<file path="config.mk">
export PLATFORM = sky130hd
export DESIGN_NAME = dbp_ctrl
export DESIGN_NICKNAME = d
export VERILOG_FILES = /design/src/design/dbp_pkg.sv /design/src/design/dbp_ctrl.sv
export SDC_FILE = /design/constraint.sdc
export NUM_CORES = 1
export LEC_CHECK = 0
export BUFFER_PORTS_ARGS = -buffer_cell sky130_fd_sc_hd__buf_4
export CORE_AREA = 2 2 39 41
export DETAILED_ROUTE_END_ITERATION = 10
export DIE_AREA = 0 0 41 43
export PLACE_DENSITY = 0.34
export SETUP_SLACK_MARGIN = 0.3
export SLEW_MARGIN = 30
export SYNTH_ARGS = -nofsm -noshare
export SYNTH_HDL_FRONTEND = slang
export SYNTH_SLANG_ARGS = --single-unit
export TNS_END_PERCENT = 5
</file>
<file path="constraint.sdc">
create_clock -name clk -period 1.3 [get_ports clk]
set_input_delay 0.065 -clock clk [delete_from_list [all_inputs] [get_ports clk]]
set_output_delay 0.065 -clock clk [all_outputs]
set_load 0.01 [all_outputs]
</file>
<file path="src/design/dbp_pkg.sv">
// Shared types, widths and constants of the depth pixel back-projection block.
package dbp_pkg;

  localparam int DEPTH_W  = 16;
  localparam int COLOR_W  = 8;
  localparam int RGB_W    = 3 * COLOR_W;
  localparam int COORD_W  = 32;
  localparam int PNUM_W   = 22;
  localparam int INV_W    = 24;
  localparam int CENTER_W = 19;
  localparam int SIZE_W   = 12;
  localparam int CFG_AW   = 3;
  localparam int CFG_DW   = 24;

  localparam int MAX_WIDTH  = 2048;
  localparam int MAX_HEIGHT = 2048;
  localparam int COL_W = $clog2(MAX_WIDTH);
  localparam int ROW_W = $clog2(MAX_HEIGHT);

  // Register indexes of the configuration port.
  localparam logic [CFG_AW-1:0] CFG_INV_FOCAL_X  = 3'd0;
  localparam logic [CFG_AW-1:0] CFG_INV_FOCAL_Y  = 3'd1;
  localparam logic [CFG_AW-1:0] CFG_CENTER_X     = 3'd2;
  localparam logic [CFG_AW-1:0] CFG_CENTER_Y     = 3'd3;
  localparam logic [CFG_AW-1:0] CFG_IMAGE_WIDTH  = 3'd4;
  localparam logic [CFG_AW-1:0] CFG_IMAGE_HEIGHT = 3'd5;

  // Controller to datapath.
  typedef struct packed {
    logic accept;   // input beat taken this cycle
    logic mul1;     // offset times reciprocal focal length
    logic mul2;     // partial products with depth
    logic finish;   // round, saturate, load output register
  } dbp_cmd_t;

  // Datapath to controller.
  typedef struct packed {
    logic depth_nz; // pending input beat has a depth measurement
    logic out_free; // output register can take a point this cycle
  } dbp_sts_t;

endpackage

</file>
<file path="src/design/dbp_ctrl.sv">
// Sequencing state machine of the back-projection datapath.
module dbp_ctrl import dbp_pkg::*; (
  input  logic     clk,
  input  logic     rst_n,
  input  logic     in_valid,
  output logic     in_ready,
  input  dbp_sts_t sts,
  output dbp_cmd_t cmd
);

  localparam logic [1:0] ST_IDLE = 2'd0;
  localparam logic [1:0] ST_MUL1 = 2'd1;
  localparam logic [1:0] ST_MUL2 = 2'd2;
  localparam logic [1:0] ST_SUM  = 2'd3;

  logic [1:0] state_r;
  logic [1:0] state_nxt;

  assign in_ready   = (state_r == ST_IDLE);
  assign cmd.accept = in_valid && in_ready;
  assign cmd.mul1   = (state_r == ST_MUL1);
  assign cmd.mul2   = (state_r == ST_MUL2);
  assign cmd.finish = (state_r == ST_SUM) && sts.out_free;

  always_comb begin
    state_nxt = state_r;
    case (state_r)
      ST_IDLE: begin
        // zero-depth pixels only move the counters
        if (cmd.accept && sts.depth_nz) state_nxt = ST_MUL1;
      end
      ST_MUL1: state_nxt = ST_MUL2;
      ST_MUL2: state_nxt = ST_SUM;
      ST_SUM: begin
        if (sts.out_free) state_nxt = ST_IDLE;
      end
      default: state_nxt = ST_IDLE;
    endcase
  end

  always_ff @(posedge clk) begin
    if (!rst_n) begin
      state_r <= ST_IDLE;
    end else begin
      state_r <= state_nxt;
    end
  end

endmodule

</file>
======== After elaboration in Yosys (flattened, before gate mapping) ========
Index checks and enable logic that the tools add are counted.
W data, S select, Z words.
cells by class
  add/sub/neg operators ................... 0
  multipliers ............................. 0
  divide/modulo/power cells ............... 0
  $lt $le $gt $ge ......................... 0
  equality and inequality tests ........... 5
  shift-type cells ........................ 0
  multiplexer cells ....................... 3
  bitwise logic cells ..................... 0
  reductions and logical operators ........ 5
operators with widths
  kind                  count
  $pmux W2 S4           1
  $eq A2 B2 Y1 const B  2
  $mux W2               2
  $logic_and A1 B1 Y1   3
  $eq A2 B1 Y1 const B  1
  $logic_not A2 Y1      1
  $ne A2 B1 Y1 const B  1
  $ne A2 B2 Y1 const B  1
  $reduce_and A2 Y1     1
storage, ports and cells
  register bits ........................... 2
  bits in latches ......................... 0
  RAM bits ................................ 0
  bits in read-only memories .............. 0
  bits of input ports ..................... 5
  output and inout bits ................... 5
  word-level logic and storage cells ...... 14
  memories kept ........................... 0

======== Depth between registers and ports, before layout ========
  depth in word-level cells ............... 5
  mapped depth ............................ 4
  gate-level depth less buffers ........... 4

======== Worst setup path after synthesis ========
Ideal clock, no wire load.
  path type ............................... register -> register
  start ................................... register state_r[0]
  end ..................................... register state_r[0]
  setup time .............................. 0.115 ns
  arrival time ............................ 1.065 ns
  required time ........................... 1.185 ns
  path slack .............................. 0.120 ns
  stages on the path, launching flop included .. 5
  buffers on the path ..................... 0
  period minus slack after synthesis ...... 1.180 ns
  cells stage by stage .................... dfxtp_1 -> inv_1 -> ha_1 -> o31a_1 -> o21a_1
between the ends
  cells in the longest elaborated chain, start to end .. 5
  elaborated cells between the ends (all ways) .. 10
  classes of those cells .................. 5 x eq/ne; 1 x mux; 4 x reduce/logical
RTL lines
  element                      RTL line        source
  start, declared              dbp_ctrl.sv:16  logic [1:0] state_r;
  start signal, assigned       dbp_ctrl.sv:45  state_r <= state_nxt;
  $logic_not A2 Y1 *           dbp_ctrl.sv:19  assign in_ready = (state_r == ST_IDLE);
  net in_ready                 dbp_ctrl.sv:6   output logic in_ready,
  $logic_and A1 B1 Y1          dbp_ctrl.sv:20  assign cmd.accept = in_valid && in_ready;
  $logic_and A1 B1 Y1          dbp_ctrl.sv:30  if (cmd.accept && sts.depth_nz) state_nxt = ST_MUL1;
  $ne A2 B1 Y1 (no line)       --
  $reduce_and A2 Y1 (no line)  --
The timed path passes the listed nets; every way through them passes the cells marked *.
A chain may end at the register's enable or synchronous reset.

==> flow_summary_export.csv <==
group,metric,value,unit
clock_network,clkLatencyLatePin,0.23,ns
power_and_ir_drop,clkPwrFrac,20.1,%
logic_synthesis,synth_warnings,0,
min_path,hold_path_class,"in2reg",
setup_path,rr_endpoint,"state_r[0]",
logic_synthesis,yosys.area_share.adder,29.2,%
clock_network,cts_root_buffer,"clkbuf_4",
floorplanning,coreArea,0.00138,sq mm
power_and_ir_drop,p_per_area,2180,mW/mm^2
floorplanning,start_util,12.4,%
route,vias,164,
sta,setup_viol,0,
route,drc_errors,0,
logic_synthesis,synth_top_flop_cell,"dfxtp_1",
setup_path,worst-r2r-setup-slack,0.20,ns
placed_design,gp_congestion,0.577,
sta,min_period_over_period,86.6,%
route,wl_per_cell,7.98,um
setup_path,critPathKind,"reg2out",
global_route,grt_use_total,5.71,%
logic_synthesis,ys_types,11,
power_and_ir_drop,swShare,37.4,%
route,routedLengthMet1,109,um
logic_synthesis,synth.area.top_cells,"ha_1, dfxtp_1, nor2b_4, nand2_1, mux2i_1",
clock_network,cts_buffer_depth,2,
power_and_ir_drop,p_seq_share,23.0,%
logic_synthesis,synth_mux_area_share,5.84,%
setup_path,worstSetupStartpoint,"state_r[1]",
logic_synthesis,ys_seq_elements,2,
global_route,overflow,0,
clock_network,clkTransAtPathRegs,0.03,ns
power_and_ir_drop,p_int,467,uW
route,viasPerCell,3.49,
placed_design,portBuffers,9,
layout,area_delta_synth_final,99.3,%
sta,fin_skew,0.00827,ns
logic_synthesis,ys_async_sr_fraction,0,%
route,drt-total-wl,375,um
logic_synthesis,yosys.area_share.simple,22.6,%
logic_synthesis,syn_area_per_cell,9.52,sq um
route,met3_length,50,um
logic_synthesis,synth_area,171,sq um
sta,holdWs,0.108,ns
sta,slew_headroom,89.7,%
setup_path,worstSetupEndpoint,"cmd[3]",
clock_network,numCtsBuffers,3,
sta,fmax,0.888,GHz
route,ant_nets,0,
logic_synthesis,yosysMostFrequentCell,"ha_1",
logic_synthesis,postSynthCellCount,18,
setup_path,timing.rr.start,"state_r[1]",
clock_network,htreeDepth,1,
global_route,grt_max_degree,5,
layout,n_antenna_cell,0,
status,status,"completed",
logic_synthesis,synth-edff-count,0,
sta,slew_viol_final,0,
power_and_ir_drop,irDropWorstVdd,0.000446,V
sta,fin_crit,1.13,ns
power_and_ir_drop,p_switching,279,uW
floorplanning,rows,14,
sta,hold_viol,0,
global_route,grt_pass1_wl,565,um
min_path,hp-start,"rst_n",
layout,reg_top3,"state_r (2)",
route,drt_iter0_markers,0,
floorplanning,ios,10,
logic_synthesis,yosys-top-cells-count,"ha_1, nand2_1, dfxtp_1, inv_1",
logic_synthesis,yosysSeqAreaShare,23.4,%
layout,largest_reg_flops,2,
clock_network,clock_sinks,2,
floorplanning,dieHeight,43,um
floorplanning,die_area,0.00176,sq mm
layout,fin_nets,41,
sta,setup_tns,0,ns
layout,drive_gt1_share,74.2,%
clock_network,cts-hold-fix-buffers,0,
route,drt_pass1_iterations,1,
sta,worst_pin_slew,0.155,ns
floorplanning,dieWidth,41,um
setup_path,cp_max_fo,4,
setup_path,crit_required,1.24,ns
global_route,first_global_vias,164,
logic_synthesis,synth_top_cell_by_area,"ha_1",
setup_path,start_kind,"flop",
global_route,antenna_found_initial,0,
setup_path,reg2regPathDepth,4,
route,wl_met2,214,um
clock_network,post_cts_buffers,0,
logic_synthesis,syn_nets,27,
logic_synthesis,synth-compound-area-share,14.6,%
sta,grt_setup_unrepaired,"yes",
clock_network,cts_tree,"built",
power_and_ir_drop,p_leak,0.000141,uW
route,highest_layer,"met3",
logic_synthesis,synth_xor_area_share,0,%
setup_path,critPathCaptureType,"output pin",
layout,regMostFlops,"state_r",
logic_synthesis,synth_top_family_by_area,"adder cells",
logic_synthesis,yosys.area.top_type_share,29.2,%
power_and_ir_drop,combPwrFrac,56.9,%
flow_run,cap_viol_max_count,0,
setup_path,arrival,1.06,ns
==> layout by cell type, fill, tap and decap left out, drive strengths merged <==
cell type  Yosys  routed
a21oi          1       1
and2           2       2
buf            0       9
clkbuf         0       4
dfxtp          2       2
ha             4       4
inv            2       2
mux2i          1       1
nand2          3       3
nor2b          1       1
o21a           1       1
o31a           1       1
==> power groups by stage <==
stage	combinational, uW	sequential (uW)	clock [uW]
after global placement	408	144	0
after detailed placement	406	144	0
after floorplan	275	137	0
after CTS	434	148	159
final	424	172	150
after global routing	484	179	162
==> logic make-up (layout without fill, tap and decap cells) <==
kind of cell | after synthesis | after routing
fa+ha+maj | 4 | 4
mux | 1 | 1
buf+inv | 2 | 15
flops | 2 | 2
simple gates | 6 | 6
compound gates | 3 | 3
==> stage by stage <==
stage | setup WS [ns] | cells | util, % | instance area, sq um | power (uW)
after floorplan | 0.241 | 18 | - | 204 | 412
after CTS | 0.158 | 47 | 23.6 | 327 | 741
after global placement | 0.192 | 43 | 21.1 | 292 | 552
after detailed placement | 0.196 | 43 | 21.1 | 292 | 550
final | 0.174 | 47 | 24.7 | 342 | 746
after global routing | 0.139 | 47 | 24.7 | 342 | 824
==> what timing repair did <==
item,in CTS,in global routing
pin swaps,1,0
resized for setup,3,3
setup endpoints to repair,7,7
==> final cells by class <==
class | instances | area [sq um]
Sequential cell | 2 | 47.5
Multi-Input combinational cell | 14 | 164
Tap cell | 16 | 20.0
Timing Repair Buffer | 9 | 71.3
Clock buffer | 4 | 26.3
Inverter | 2 | 12.5
Fill cell | 161 | 1040
==> how the worst min path moves through the flow <==
stage	slack [ns]	depth (start not counted)	to
2_1_floorplan	0.20	2	state_r[1]
3_3_place_gp	0.35	3	state_r[1]
3_5_place_dp	0.35	3	state_r[1]
4_1_cts	0.10	3	state_r[1]
5_1_grt	0.15	3	state_r[1]
6_report	0.11	3	state_r[1]
==> routing by layer <==
metal | up-vias | track usage, %
met1 | 73 | 3.50
li1 | 85 | -
met3 | 0 | 5.24
met4 | 0 | 6.00
met5 | - | 0
met2 | 6 | 8.44
==> worst max-delay path: stages (launching register included) <==
cell and delay, ns:
dfxtp_4 0.38, inv_4 0.05, ha_4 0.16, and2_4 0.13
buf_6 0.11
No activity file was read; power rests on OpenSTA's default activity.
